[src/hsvrgb_pkg.sv]
`timescale 1ns / 1ps
// ----------------------------------------------------------------------------
// HSL/HSV to RGB converter package
// Field widths, transfer payload types and shared constants of the converter.
// ----------------------------------------------------------------------------
package hsvrgb_pkg;

	localparam int HUE_W    = 15;
	localparam int SAT_W    = 8;
	localparam int LVL_W    = 8;
	localparam int CH_W     = 8;

	// Default number of fractional bits in the hue (degrees times 2^n).
	localparam int HUE_FRAC_BITS_DEF = 6;

	// Codes of the model select register.
	localparam logic MODEL_HSL = 1'b0;
	localparam logic MODEL_HSV = 1'b1;

	typedef struct packed {
		logic [HUE_W-1:0] hue;
		logic [SAT_W-1:0] saturation;
		logic [LVL_W-1:0] level;
	} pix_in_t;

	typedef struct packed {
		logic [CH_W-1:0] red;
		logic [CH_W-1:0] green;
		logic [CH_W-1:0] blue;
	} pix_out_t;

endpackage

[src/hsl_hsv_to_rgb_converter_top.sv]
`timescale 1ns / 1ps
// ----------------------------------------------------------------------------
// HSL/HSV to RGB converter, top level
// Converts one pixel per clock unless stalled, from hue, saturation and
// lightness or value to truncated 8-bit RGB in a fixed-point pipeline.
// ----------------------------------------------------------------------------
//
//  Channel   Direction  Signals                      Contents
//  pix       in         pix_valid, pix_ready, pix    hue, saturation, level
//  rgb       out        rgb_valid, rgb_ready, rgb    red, green, blue
//  cfg       in         cfg_we, cfg_wdata            model select (0 HSL, 1 HSV)
//
// A pixel transfer is accepted every clock while the output side keeps up;
// its result passes through the 5 arithmetic stages, the 2 stages of the
// reciprocal divider (estimate, then remainder) and the output register,
// where the estimate is corrected and the channels placed.
// Reset clears all valid bits and selects HSL.
// When the output stalls, the item in the output register moves to a skid
// register, so one more transfer is taken before the input side stalls; the
// whole pipeline then holds until the skid register is emptied.
//
module hsl_hsv_to_rgb_converter_top #(
	parameter int HUE_FRAC_BITS = hsvrgb_pkg::HUE_FRAC_BITS_DEF
) (
	input  logic                 clk,
	input  logic                 arst_n,
	input  logic                 pix_valid,
	output logic                 pix_ready,
	input  hsvrgb_pkg::pix_in_t  pix,
	output logic                 rgb_valid,
	input  logic                 rgb_ready,
	output hsvrgb_pkg::pix_out_t rgb,
	input  logic                 cfg_we,
	input  logic                 cfg_wdata
);

	// One sector of the hue circle is 60 degrees, P in hue units.
	localparam int P       = 60 << HUE_FRAC_BITS;
	localparam int TWO_P   = 2 * P;
	localparam int PW      = $clog2(P + 1);
	localparam int HUE_W   = hsvrgb_pkg::HUE_W;
	localparam int CH_W    = hsvrgb_pkg::CH_W;
	localparam int HUE_MAX = (1 << HUE_W) - 1;

	// The hue is reduced modulo 2P with a reciprocal multiply. The estimate
	// is low by at most one period, which a later compare and subtract fixes.
	localparam int    L2P     = $clog2(TWO_P);
	localparam int    SH      = HUE_W + L2P;
	localparam longint RECIP  = (longint'(1) << SH) / TWO_P;
	localparam int    RECIP_W = $clog2(RECIP + 1);
	localparam int    MUL_W   = HUE_W + RECIP_W;
	localparam int    QMAX    = HUE_MAX / TWO_P;
	localparam int    QW      = (QMAX > 0) ? $clog2(QMAX + 1) : 1;
	localparam int    RRW     = $clog2(2 * TWO_P);
	localparam int    CMP_W   = ($clog2(5 * P + 1) > HUE_W) ? $clog2(5 * P + 1) : HUE_W;

	// Chroma and offset numerators fit 17 bits; every channel numerator is
	// at most their sum times P.
	localparam int CN_W      = 2 * hsvrgb_pkg::SAT_W + 1;
	localparam int NUM_W     = CN_W + PW;

	// Since P is 60 shifted left, floor(N / (Dn*P)) equals the shifted-down
	// numerator divided by Dn*60. That numerator stays below 256*510*60, so a
	// reciprocal with as many fraction bits as it has bits gives a quotient
	// that is never high and at most one low.
	localparam int NQ_W      = $clog2(256 * 510 * 60);
	localparam int DIVQ_HSV  = 255 * 60;
	localparam int DIVQ_HSL  = 510 * 60;
	localparam int DQ_W      = $clog2(DIVQ_HSL + 1);
	localparam int RM_W      = DQ_W + 1;
	localparam int RECIP_HSV = (1 << NQ_W) / DIVQ_HSV;
	localparam int RECIP_HSL = (1 << NQ_W) / DIVQ_HSL;
	localparam int RCP_W     = $clog2(RECIP_HSV + 1);
	localparam int PRD_W     = NQ_W + RCP_W;
	localparam int NST       = 8;

	typedef enum logic [2:0] {
		SEC_RY,
		SEC_YG,
		SEC_GC,
		SEC_CB,
		SEC_BM,
		SEC_MR
	} sector_t;

	// Lanes of the divider: chroma channel, intermediate channel, zero channel.
	localparam int LANE_C = 0;
	localparam int LANE_X = 1;
	localparam int LANE_0 = 2;

	logic             model_q;
	logic [NST:1]     vld_q;
	logic             en;
	logic             skid_vld_q;
	hsvrgb_pkg::pix_out_t skid_q;

	// Stage 1 signals.
	logic [MUL_W-1:0] qprod;
	logic [CMP_W-1:0] hue_cmp;
	sector_t          sec_d;
	logic [8:0]       twol;
	logic [8:0]       absd;
	logic [7:0]       a_val;
	logic [15:0]      as_val;
	logic [15:0]      ls_val;
	logic [15:0]      lns_val;
	logic [CN_W-1:0]  cn_d;
	logic [CN_W-1:0]  mn_d;

	logic [HUE_W-1:0] hue_s1;
	logic [QW-1:0]    q_s1;
	sector_t          sec_s1;
	logic             mode_s1;
	logic [CN_W-1:0]  cn_s1;
	logic [CN_W-1:0]  mn_s1;

	logic [HUE_W-1:0] qm;
	logic [RRW-1:0]   rraw_s2;
	sector_t          sec_s2;
	logic             mode_s2;
	logic [CN_W-1:0]  cn_s2;
	logic [NUM_W-1:0] numc_s2;
	logic [NUM_W-1:0] num0_s2;

	logic [RRW-1:0]   rc;
	logic [PW-1:0]    fn_d;
	logic [PW-1:0]    fn_s3;
	sector_t          sec_s3;
	logic             mode_s3;
	logic [CN_W-1:0]  cn_s3;
	logic [NUM_W-1:0] numc_s3;
	logic [NUM_W-1:0] num0_s3;

	logic [NUM_W-1:0] prod_s4;
	sector_t          sec_s4;
	logic             mode_s4;
	logic [NUM_W-1:0] numc_s4;
	logic [NUM_W-1:0] num0_s4;

	logic [NUM_W-1:0] numx_s5;
	sector_t          sec_s5;
	logic             mode_s5;
	logic [NUM_W-1:0] numc_s5;
	logic [NUM_W-1:0] num0_s5;

	logic [2:0][NQ_W-1:0]  nq_d;
	logic [RCP_W-1:0]      rcp_d;
	logic [2:0][PRD_W-1:0] qprd_d;
	logic [2:0][CH_W-1:0]  qe_d;
	logic [2:0][NQ_W-1:0]  nq_s6;
	logic [2:0][CH_W-1:0]  qe_s6;
	sector_t               sec_s6;
	logic                  mode_s6;

	logic [DQ_W-1:0]       dq_rem;
	logic [2:0][RM_W-1:0]  rem_d;
	logic [2:0][RM_W-1:0]  rem_s7;
	logic [2:0][CH_W-1:0]  qe_s7;
	sector_t               sec_s7;
	logic                  mode_s7;

	logic [DQ_W-1:0]       dq_fix;
	logic [2:0][CH_W-1:0]  q_d;

	hsvrgb_pkg::pix_out_t out_d;
	hsvrgb_pkg::pix_out_t out_s8;

	// ------------------------------------------------------------------
	// Configuration and flow control
	// ------------------------------------------------------------------
	always_ff @(posedge clk or negedge arst_n) begin
		if (!arst_n) begin
			model_q <= hsvrgb_pkg::MODEL_HSL;
		end else if (cfg_we) begin
			model_q <= cfg_wdata;
		end
	end

	// The pipeline moves as one whole whenever the skid register is empty.
	assign en        = !skid_vld_q;
	assign pix_ready = en;

	always_ff @(posedge clk or negedge arst_n) begin
		if (!arst_n) begin
			vld_q      <= '0;
			skid_vld_q <= 1'b0;
		end else begin
			if (en) begin
				vld_q <= {vld_q[NST-1:1], pix_valid};
				if (vld_q[NST] && !rgb_ready) begin
					skid_vld_q <= 1'b1;
				end
			end else if (rgb_ready) begin
				skid_vld_q <= 1'b0;
			end
		end
	end

	always_ff @(posedge clk) begin
		if (en && vld_q[NST] && !rgb_ready) begin
			skid_q <= out_s8;
		end
	end

	assign rgb_valid = skid_vld_q || vld_q[NST];
	assign rgb       = skid_vld_q ? skid_q : out_s8;

	// ------------------------------------------------------------------
	// Stage 1: hue period estimate, sector, chroma and offset numerators
	// ------------------------------------------------------------------
	assign qprod   = MUL_W'(pix.hue) * MUL_W'(RECIP);
	assign hue_cmp = CMP_W'(pix.hue);

	always_comb begin
		if (hue_cmp < CMP_W'(P)) begin
			sec_d = SEC_RY;
		end else if (hue_cmp < CMP_W'(2 * P)) begin
			sec_d = SEC_YG;
		end else if (hue_cmp < CMP_W'(3 * P)) begin
			sec_d = SEC_GC;
		end else if (hue_cmp < CMP_W'(4 * P)) begin
			sec_d = SEC_CB;
		end else if (hue_cmp < CMP_W'(5 * P)) begin
			sec_d = SEC_BM;
		end else begin
			sec_d = SEC_MR;
		end
	end

	// HSL: A = 255 - |2L - 255|, C = 2*A*S, M = 510*L - A*S (over 510).
	// HSV: C = V*S, M = V*(255 - S) (over 255).
	assign twol    = {pix.level, 1'b0};
	assign absd    = (twol >= 9'd255) ? (twol - 9'd255) : (9'd255 - twol);
	assign a_val   = 8'(9'd255 - absd);
	assign as_val  = 16'(a_val) * 16'(pix.saturation);
	assign ls_val  = 16'(pix.level) * 16'(pix.saturation);
	assign lns_val = 16'(pix.level) * 16'(8'd255 - pix.saturation);

	always_comb begin
		if (model_q == hsvrgb_pkg::MODEL_HSV) begin
			cn_d = CN_W'(ls_val);
			mn_d = CN_W'(lns_val);
		end else begin
			cn_d = {as_val, 1'b0};
			mn_d = CN_W'(CN_W'(pix.level) * CN_W'(510)) - CN_W'(as_val);
		end
	end

	always_ff @(posedge clk) begin
		if (en) begin
			hue_s1  <= pix.hue;
			q_s1    <= QW'(qprod >> SH);
			sec_s1  <= sec_d;
			mode_s1 <= model_q;
			cn_s1   <= cn_d;
			mn_s1   <= mn_d;
		end
	end

	// ------------------------------------------------------------------
	// Stage 2: coarse hue remainder, chroma and offset numerators times P
	// ------------------------------------------------------------------
	assign qm = HUE_W'(32'(q_s1) * 32'(TWO_P));

	always_ff @(posedge clk) begin
		if (en) begin
			rraw_s2 <= RRW'(hue_s1 - qm);
			sec_s2  <= sec_s1;
			mode_s2 <= mode_s1;
			cn_s2   <= cn_s1;
			numc_s2 <= (NUM_W'(cn_s1) + NUM_W'(mn_s1)) * NUM_W'(P);
			num0_s2 <= NUM_W'(mn_s1) * NUM_W'(P);
		end
	end

	// ------------------------------------------------------------------
	// Stage 3: exact remainder and position inside the sector pair
	// ------------------------------------------------------------------
	assign rc   = (rraw_s2 >= RRW'(TWO_P)) ? (rraw_s2 - RRW'(TWO_P)) : rraw_s2;
	assign fn_d = (rc >= RRW'(P)) ? PW'(RRW'(TWO_P) - rc) : PW'(rc);

	always_ff @(posedge clk) begin
		if (en) begin
			fn_s3   <= fn_d;
			sec_s3  <= sec_s2;
			mode_s3 <= mode_s2;
			cn_s3   <= cn_s2;
			numc_s3 <= numc_s2;
			num0_s3 <= num0_s2;
		end
	end

	// ------------------------------------------------------------------
	// Stages 4 and 5: intermediate channel numerator C*fn + M*P
	// ------------------------------------------------------------------
	always_ff @(posedge clk) begin
		if (en) begin
			prod_s4 <= NUM_W'(cn_s3) * NUM_W'(fn_s3);
			sec_s4  <= sec_s3;
			mode_s4 <= mode_s3;
			numc_s4 <= numc_s3;
			num0_s4 <= num0_s3;
		end
	end

	always_ff @(posedge clk) begin
		if (en) begin
			numx_s5 <= prod_s4 + num0_s4;
			sec_s5  <= sec_s4;
			mode_s5 <= mode_s4;
			numc_s5 <= numc_s4;
			num0_s5 <= num0_s4;
		end
	end

	// ------------------------------------------------------------------
	// Stage 6: quotient estimate by reciprocal multiplication
	// ------------------------------------------------------------------
	assign nq_d[LANE_C] = NQ_W'(numc_s5 >> HUE_FRAC_BITS);
	assign nq_d[LANE_X] = NQ_W'(numx_s5 >> HUE_FRAC_BITS);
	assign nq_d[LANE_0] = NQ_W'(num0_s5 >> HUE_FRAC_BITS);
	assign rcp_d = (mode_s5 == hsvrgb_pkg::MODEL_HSV) ? RCP_W'(RECIP_HSV)
		: RCP_W'(RECIP_HSL);

	always_comb begin
		for (int i = 0; i < 3; i++) begin
			qprd_d[i] = PRD_W'(nq_d[i]) * PRD_W'(rcp_d);
			qe_d[i]   = CH_W'(qprd_d[i] >> NQ_W);
		end
	end

	always_ff @(posedge clk) begin
		if (en) begin
			nq_s6   <= nq_d;
			qe_s6   <= qe_d;
			sec_s6  <= sec_s5;
			mode_s6 <= mode_s5;
		end
	end

	// ------------------------------------------------------------------
	// Stage 7: remainder left by the estimate, below twice the divisor
	// ------------------------------------------------------------------
	assign dq_rem = (mode_s6 == hsvrgb_pkg::MODEL_HSV) ? DQ_W'(DIVQ_HSV)
		: DQ_W'(DIVQ_HSL);

	always_comb begin
		for (int i = 0; i < 3; i++) begin
			rem_d[i] = RM_W'(nq_s6[i] - NQ_W'(NQ_W'(qe_s6[i]) * NQ_W'(dq_rem)));
		end
	end

	always_ff @(posedge clk) begin
		if (en) begin
			rem_s7  <= rem_d;
			qe_s7   <= qe_s6;
			sec_s7  <= sec_s6;
			mode_s7 <= mode_s6;
		end
	end

	// ------------------------------------------------------------------
	// Stage 8: correct the estimate, then place chroma, intermediate and
	// zero on the channels
	// ------------------------------------------------------------------
	assign dq_fix = (mode_s7 == hsvrgb_pkg::MODEL_HSV) ? DQ_W'(DIVQ_HSV)
		: DQ_W'(DIVQ_HSL);

	always_comb begin
		for (int i = 0; i < 3; i++) begin
			q_d[i] = (rem_s7[i] >= RM_W'(dq_fix)) ? (qe_s7[i] + CH_W'(1)) : qe_s7[i];
		end
	end

	always_comb begin
		case (sec_s7)
			SEC_RY: out_d = '{red: q_d[LANE_C], green: q_d[LANE_X], blue: q_d[LANE_0]};
			SEC_YG: out_d = '{red: q_d[LANE_X], green: q_d[LANE_C], blue: q_d[LANE_0]};
			SEC_GC: out_d = '{red: q_d[LANE_0], green: q_d[LANE_C], blue: q_d[LANE_X]};
			SEC_CB: out_d = '{red: q_d[LANE_0], green: q_d[LANE_X], blue: q_d[LANE_C]};
			SEC_BM: out_d = '{red: q_d[LANE_X], green: q_d[LANE_0], blue: q_d[LANE_C]};
			default: out_d = '{red: q_d[LANE_C], green: q_d[LANE_0], blue: q_d[LANE_X]};
		endcase
	end

	always_ff @(posedge clk) begin
		if (en) begin
			out_s8 <= out_d;
		end
	end

	// ------------------------------------------------------------------
	// Assertions
	// ------------------------------------------------------------------

	// While the skid register is full, nothing in the pipeline moves.
	a_skid_freeze: assert property (@(posedge clk) disable iff (!arst_n)
		skid_vld_q |=> $stable(vld_q))
		else $error("pipeline advanced while the skid register was full");

	// The skid register only fills from a stalled output register.
	a_skid_fill: assert property (@(posedge clk) disable iff (!arst_n)
		$rose(skid_vld_q) |-> $past(vld_q[NST] && !rgb_ready))
		else $error("skid register filled without an output stall");

	// The reciprocal estimate is never more than one below the quotient.
	a_div_rem: assert property (@(posedge clk) disable iff (!arst_n)
		vld_q[7] |-> (rem_s7[LANE_C] < {dq_fix, 1'b0}
			&& rem_s7[LANE_X] < {dq_fix, 1'b0}
			&& rem_s7[LANE_0] < {dq_fix, 1'b0}))
		else $error("divider remainder out of range");

	// The intermediate term never exceeds the chroma channel.
	a_x_le_c: assert property (@(posedge clk) disable iff (!arst_n)
		vld_q[5] |-> numx_s5 <= numc_s5)
		else $error("intermediate numerator above chroma numerator");

endmodule
[config.mk]
export PLATFORM = sky130hd
export DESIGN_NAME = hsl_hsv_to_rgb_converter_top
export DESIGN_NICKNAME = d
export VERILOG_FILES = /design/src/hsvrgb_pkg.sv /design/src/hsl_hsv_to_rgb_converter_top.sv
export SDC_FILE = /design/constraint.sdc
export NUM_CORES = 2
export LEC_CHECK = 0
export BUFFER_PORTS_ARGS = -buffer_cell sky130_fd_sc_hd__buf_2
export CORE_MARGIN = 5
export CORE_UTILIZATION = 45
export DETAILED_ROUTE_END_ITERATION = 16
export GPL_ROUTABILITY_DRIVEN = 0
export SLEW_MARGIN = 10
export SYNTH_ARGS = -nofsm -noshare
export SYNTH_HDL_FRONTEND = slang
export SYNTH_SLANG_ARGS = --single-unit
[constraint.sdc]
create_clock -name clk -period 18.6 [get_ports clk]
set_input_delay 3.72 -clock clk [delete_from_list [all_inputs] [get_ports clk]]
set_output_delay 3.72 -clock clk [all_outputs]
set_load 0.03 [all_outputs]
After elaboration in Yosys (flattened, before gate mapping) --
Index checks and enable logic that the tools add are counted.
Storage, ports and cells: bits in registers 563, bits of input ports 37
Operators by class: $add $sub $neg 16, $mul 15, order comparisons 11, eq/ne operators 4, multiplexer cells 20, reduce and logical (&&, ||, !) cells 9
Operators by type and width (count):
- 24-bit one-hot mux with 5 select lines | 1
- 21-bit by 10-bit multiplier with 29-bit output | 2
- 16-bit by 15-bit greater-or-equal comparator with 1-bit output | 3
- 8-bit by 15-bit multiplier with 16-bit output | 3
- 16-bit subtractor | 3
- 8-bit by 8-bit multiplier with 16-bit output | 2
- 16-bit 2-to-1 mux | 2
- 8-bit 2-to-1 mux | 4
- 23-bit by 10-bit multiplier with 31-bit output | 1
- 15-bit by 14-bit less-than comparator with 1-bit output, second input constant | 2
- 15-bit 2-to-1 mux | 2
- 29-bit adder | 1
- 17-bit by 12-bit multiplier with 29-bit output | 1
- 15-bit by 13-bit multiplier with 28-bit output, second input constant | 1
- 8-bit by 1-bit adder with 8-bit output, second input constant | 3
- 24-bit 2-to-1 mux | 1
- 17-bit by 4-bit multiplier with 21-bit output, second input constant | 1
- 18-bit by 4-bit multiplier with 21-bit output, second input constant | 1
- 17-bit by 17-bit adder with 18-bit output | 1
- 17-bit by 16-bit subtractor with 17-bit output | 1
- 8-bit by 8-bit multiplier with 16-bit output, second input constant | 1
- 9-bit by 9-bit multiplier with 16-bit output | 1
- 8-bit subtractor, first input constant | 2
- 15-bit by 12-bit less-than comparator with 1-bit output, second input constant | 1
- 25 further kinds | 34

Logic depth before layout (Yosys ltp) --
depth after elaboration 6, mapped depth 25, mapped depth without buffers 24

Least setup slack after synthesis --
No wires, ideal clock.
path kind register to output, start point register skid_vld_q, end point output port pix_ready, data arrival time 10.795 ns, data required time 14.880 ns, slack 4.085 ns, cell stages (with the launch flop) 4, buffers on the path 2, cells stage by stage dfrtp_1 clkbuf_1 clkbuf_1 inv_1
On the way: longest elaborated chain between the ends 1
Ends and longest elaborated chain:
- start, declared | RTL line hsl_hsv_to_rgb_converter_top.sv:94 | logic skid_vld_q;
- start signal, assigned | RTL line hsl_hsv_to_rgb_converter_top.sv:186 | skid_vld_q <= 1'b0;
- start signal, assigned | RTL line hsl_hsv_to_rgb_converter_top.sv:191 | skid_vld_q <= 1'b1;
- start signal, assigned | RTL line hsl_hsv_to_rgb_converter_top.sv:194 | skid_vld_q <= 1'b0;
- 1-bit zero test | RTL line hsl_hsv_to_rgb_converter_top.sv:180 | assign en = !skid_vld_q;
- end, declared | RTL line hsl_hsv_to_rgb_converter_top.sv:28 | output logic pix_ready,
Every way passes these cells.

Final worst setup path --
start point input port pix[7] (netlist name), end point register mn_s1[16], data pin
On the way: longest elaborated chain between the ends 5
Ends and longest elaborated chain:
- start, declared | RTL line hsl_hsv_to_rgb_converter_top.sv:29 | input hsvrgb_pkg::pix_in_t pix,
- 9-bit by 8-bit greater-or-equal comparator with 1-bit output | RTL line hsl_hsv_to_rgb_converter_top.sv:233 | assign absd = (twol >= 9'd255) ? (twol - 9'd255) : (9'd255 - twol);
- 8-bit 2-to-1 mux | RTL line hsl_hsv_to_rgb_converter_top.sv:233
- 8-bit subtractor | RTL line hsl_hsv_to_rgb_converter_top.sv:234 | assign a_val = 8'(9'd255 - absd);
- 8-bit by 8-bit multiplier with 16-bit output | RTL line hsl_hsv_to_rgb_converter_top.sv:235 | assign as_val = 16'(a_val) * 16'(pix.saturation);
- 17-bit by 16-bit subtractor with 17-bit output * | RTL line hsl_hsv_to_rgb_converter_top.sv:245 | mn_d = CN_W'(CN_W'(pix.level) * CN_W'(510)) - CN_W'(as_val);
- end signal, assigned | RTL line hsl_hsv_to_rgb_converter_top.sv:256 | mn_s1 <= mn_d;
- end, declared | RTL line hsl_hsv_to_rgb_converter_top.sv:115 | logic [CN_W-1:0] mn_s1;
Every way passes the cells marked *; elsewhere a longest branch is shown, timed or not. A chain may end at the register's enable or synchronous reset.

==> out/qor.csv <==
metric,value,unit
routed wire length,107,mm
TritonRoute pass-1 iters,8,
met3 wire len,3.14,mm
root buffer cell,clkbuf_16,
# hold bufs at CTS,0,
Startpoint Class,input port,
Post-Place Worst Slack,8600,ps
Synth Register Bits,547,
Setup crit start,pix[7],
die width,360,um
CTS tree,yes,
Post-synth EDFFs,537,
setup TNS,0,ps
yosys warns,0,
Reg2Reg Launch Point,fn_s3[3],
vias in the first global route,34700,
layout cells sized above 1,0.0670,
worst clock skew,25.9,ps
status,"complete, no violations",
Netlist Area Pre-Place,55300,sq um
die area,130000,sq um
Worst EP arrival,9740,ps
Synth Instances,4992,
HPWL after detailed placement,87.3,mm
Clock transition at path regs,60,ps
DR top layer,met4,
final hold viol count,0,
hold path start,sec_s5[2],
Hold Crit Class,flop to flop,
Synth Area per Inst,11.1,sq um
"Top FF cell, synth",edfxtp_1,
gr usage total,0.168,
unrepaired setup endpoints after global routing,false,
initial drt markers,1588,
"Clk Latency, worst-skew pair",650,ps
initial antenna violation count,3,
most frequent cells in the layout,"inv_1, ha_1, fa_1",
clk sinks,547,
Syn-to-layout area delta,8.33,%
routed length per instance,15.7,um
Crit Path Category,input port to flop,
I/O pin count,63,
routed vias,33700,
# port buffers,62,
pins over their slew limit,0,
register area share after synthesis,0.296,
Required @ worst endpoint,18960,ps
Post-CTS Setup Bufs,0,
DIE HEIGHT,360,um
met2 WL,51.8,mm
cts repair resizes,0,
Routed Antenna Nets,0,
pin count of the biggest net entering global routing,74,
Core Box Area,122000,sq um
hold path cells,0,
final setup margin,9220,ps
relative slew slack,0.396,
R2R depth,19,
Layout Nets,6610,
row cnt,128,
share of synthesized registers carrying an async set or reset,0.0183,
Metal-1 WL,50.3,mm
first-pass GRT wire length,179,mm
DR DRC count,0,
Num CTS Buffers,59,
Final setup viols,0,
Worst Path Max Fanout,27,
"most common cell after layout, fill and taps aside",inv_1,
initial core utilization,0.454,
H-Tree Depth,2,
fin crit period,9380,ps
CP endpoint kind,flop,
crit share post-route,0.504,
actual slew at the worst max-slew pin,883,ps
GRT overflow,0,
number of distinct library cells after synthesis,77,
MaxCap Viol Count,0,
Max Fclk,107,MHz
vias per cell,4.93,
maximum clock insertion buffer count,3,
==> worst max-delay path, stage by stage <==
cell	delay, ps
buf_2	530
xor2_1	340
and2_1	280
fa_1	460
fa_1	560
inv_1	50
fa_1	470
fa_1	540
inv_1	40
ha_1	290
inv_1	90
o21bai_1	90
a21oi_1	250
o21ai_0	200
xnor2_1	240
ha_1	300
or2_2	310
a21oi_1	310
nor3_2	110
a2111oi_4	340
xnor2_1	150
nor2_1	50
==> synthesized netlist by cell type (4+ instances only) <==
master,count,area (sq um)
a2111oi_0,6,52.6
a211o_1,11,96.3
a211oi_1,17,128
a21boi_0,13,97.6
a21o_1,53,398
a21oi_1,160,801
a22oi_1,4,30.0
a31o_2,7,61.3
a31oi_1,21,131
and2_1,147,920
and3_1,15,93.8
buf_1,4,15.0
clkbuf_1,114,428
dfrtp_1,10,250
edfxtp_1,537,16100
fa_1,626,12500
ha_1,786,9830
inv_1,932,3500
mux2_2,129,1450
mux2i_1,20,200
nand2_1,337,1260
nand2b_1,67,419
nand3_1,43,215
nand3b_1,4,30.0
nand4_1,21,131
nor2_1,180,676
nor2b_1,55,344
nor3_1,51,255
nor4_1,9,56.3
o211ai_1,4,30.0
o21a_1,36,270
o21ai_0,132,661
o21bai_1,18,135
o22ai_1,7,43.8
o31ai_1,17,128
o41ai_1,6,52.6
or2_2,30,188
or3_1,9,56.3
or4_1,5,37.5
xnor2_1,199,1740
xor2_1,91,797
==> sequential cells by signal, indices dropped and copies added (netlist names), 23 cells and up <==
register / count
rem_s7: 44
numx_s5: 23
out_s8: 24
skid_q: 24
qe_s6: 24
prod_s4: 23
qe_s7: 24
nq_s6: 44
==> per-layer routing <==
metal,up-vias,track usage
met2,446,0.288
met5,-,0
met4,0,0.0366
met3,121,0.0161
li1,16600,-
met1,16600,0.232
==> per-stage QoR <==
step / instance area [sq um] / util / instances / hold WS [ps]
5_1_grt: 59900 / 0.491 / 6836 / 419
3_5_place_dp: 57900 / 0.475 / 6725 / 405
2_1_floorplan: 55800 / - / 5142 / 400
3_3_place_gp: 57900 / 0.475 / 6725 / 401
6_report: 59900 / 0.491 / 6837 / 408
4_1_cts: 59900 / 0.491 / 6836 / 402
==> cell type report <==
| type | instances | area (sq um) |
|---|---|---|
| tap | 1625 | 2030 |
| timing repair buffer | 77 | 423 |
| antenna | 1 | 2.50 |
| clock buffer | 67 | 1530 |
| fill | 11000 | 62000 |
| sequential | 547 | 16400 |
| inverter | 933 | 3510 |
| clock inverter | 44 | 495 |
| multi-input combinational | 3543 | 35500 |
==> cells by family after synthesis <==
logic type / Yosys count / share of synthesized area
xor+xnor: 290 / 0.0459
buf+inv: 1052 / 0.0716
fa+ha+maj: 1412 / 0.405
simple gates: 986 / 0.0870
compound gates: 554 / 0.0646
mux: 149 / 0.0299
other cells: 2 / 0.000136
flops: 547 / 0.296
==> final timing paths <==
path	endpoint	slack [ps]
worst max-delay path	mn_s1[16]	9220
worst min-delay path	sec_s6[2]	410
worst max register to register	prod_s4[28]	12460
worst min register to register	sec_s6[2]	410
max in group asynchronous	model_q	15210
min in group asynchronous	vld_q[3]	3040
Power is not shown: default switching activity piles up to over one toggle a cycle in this logic, so the estimate is an artifact.
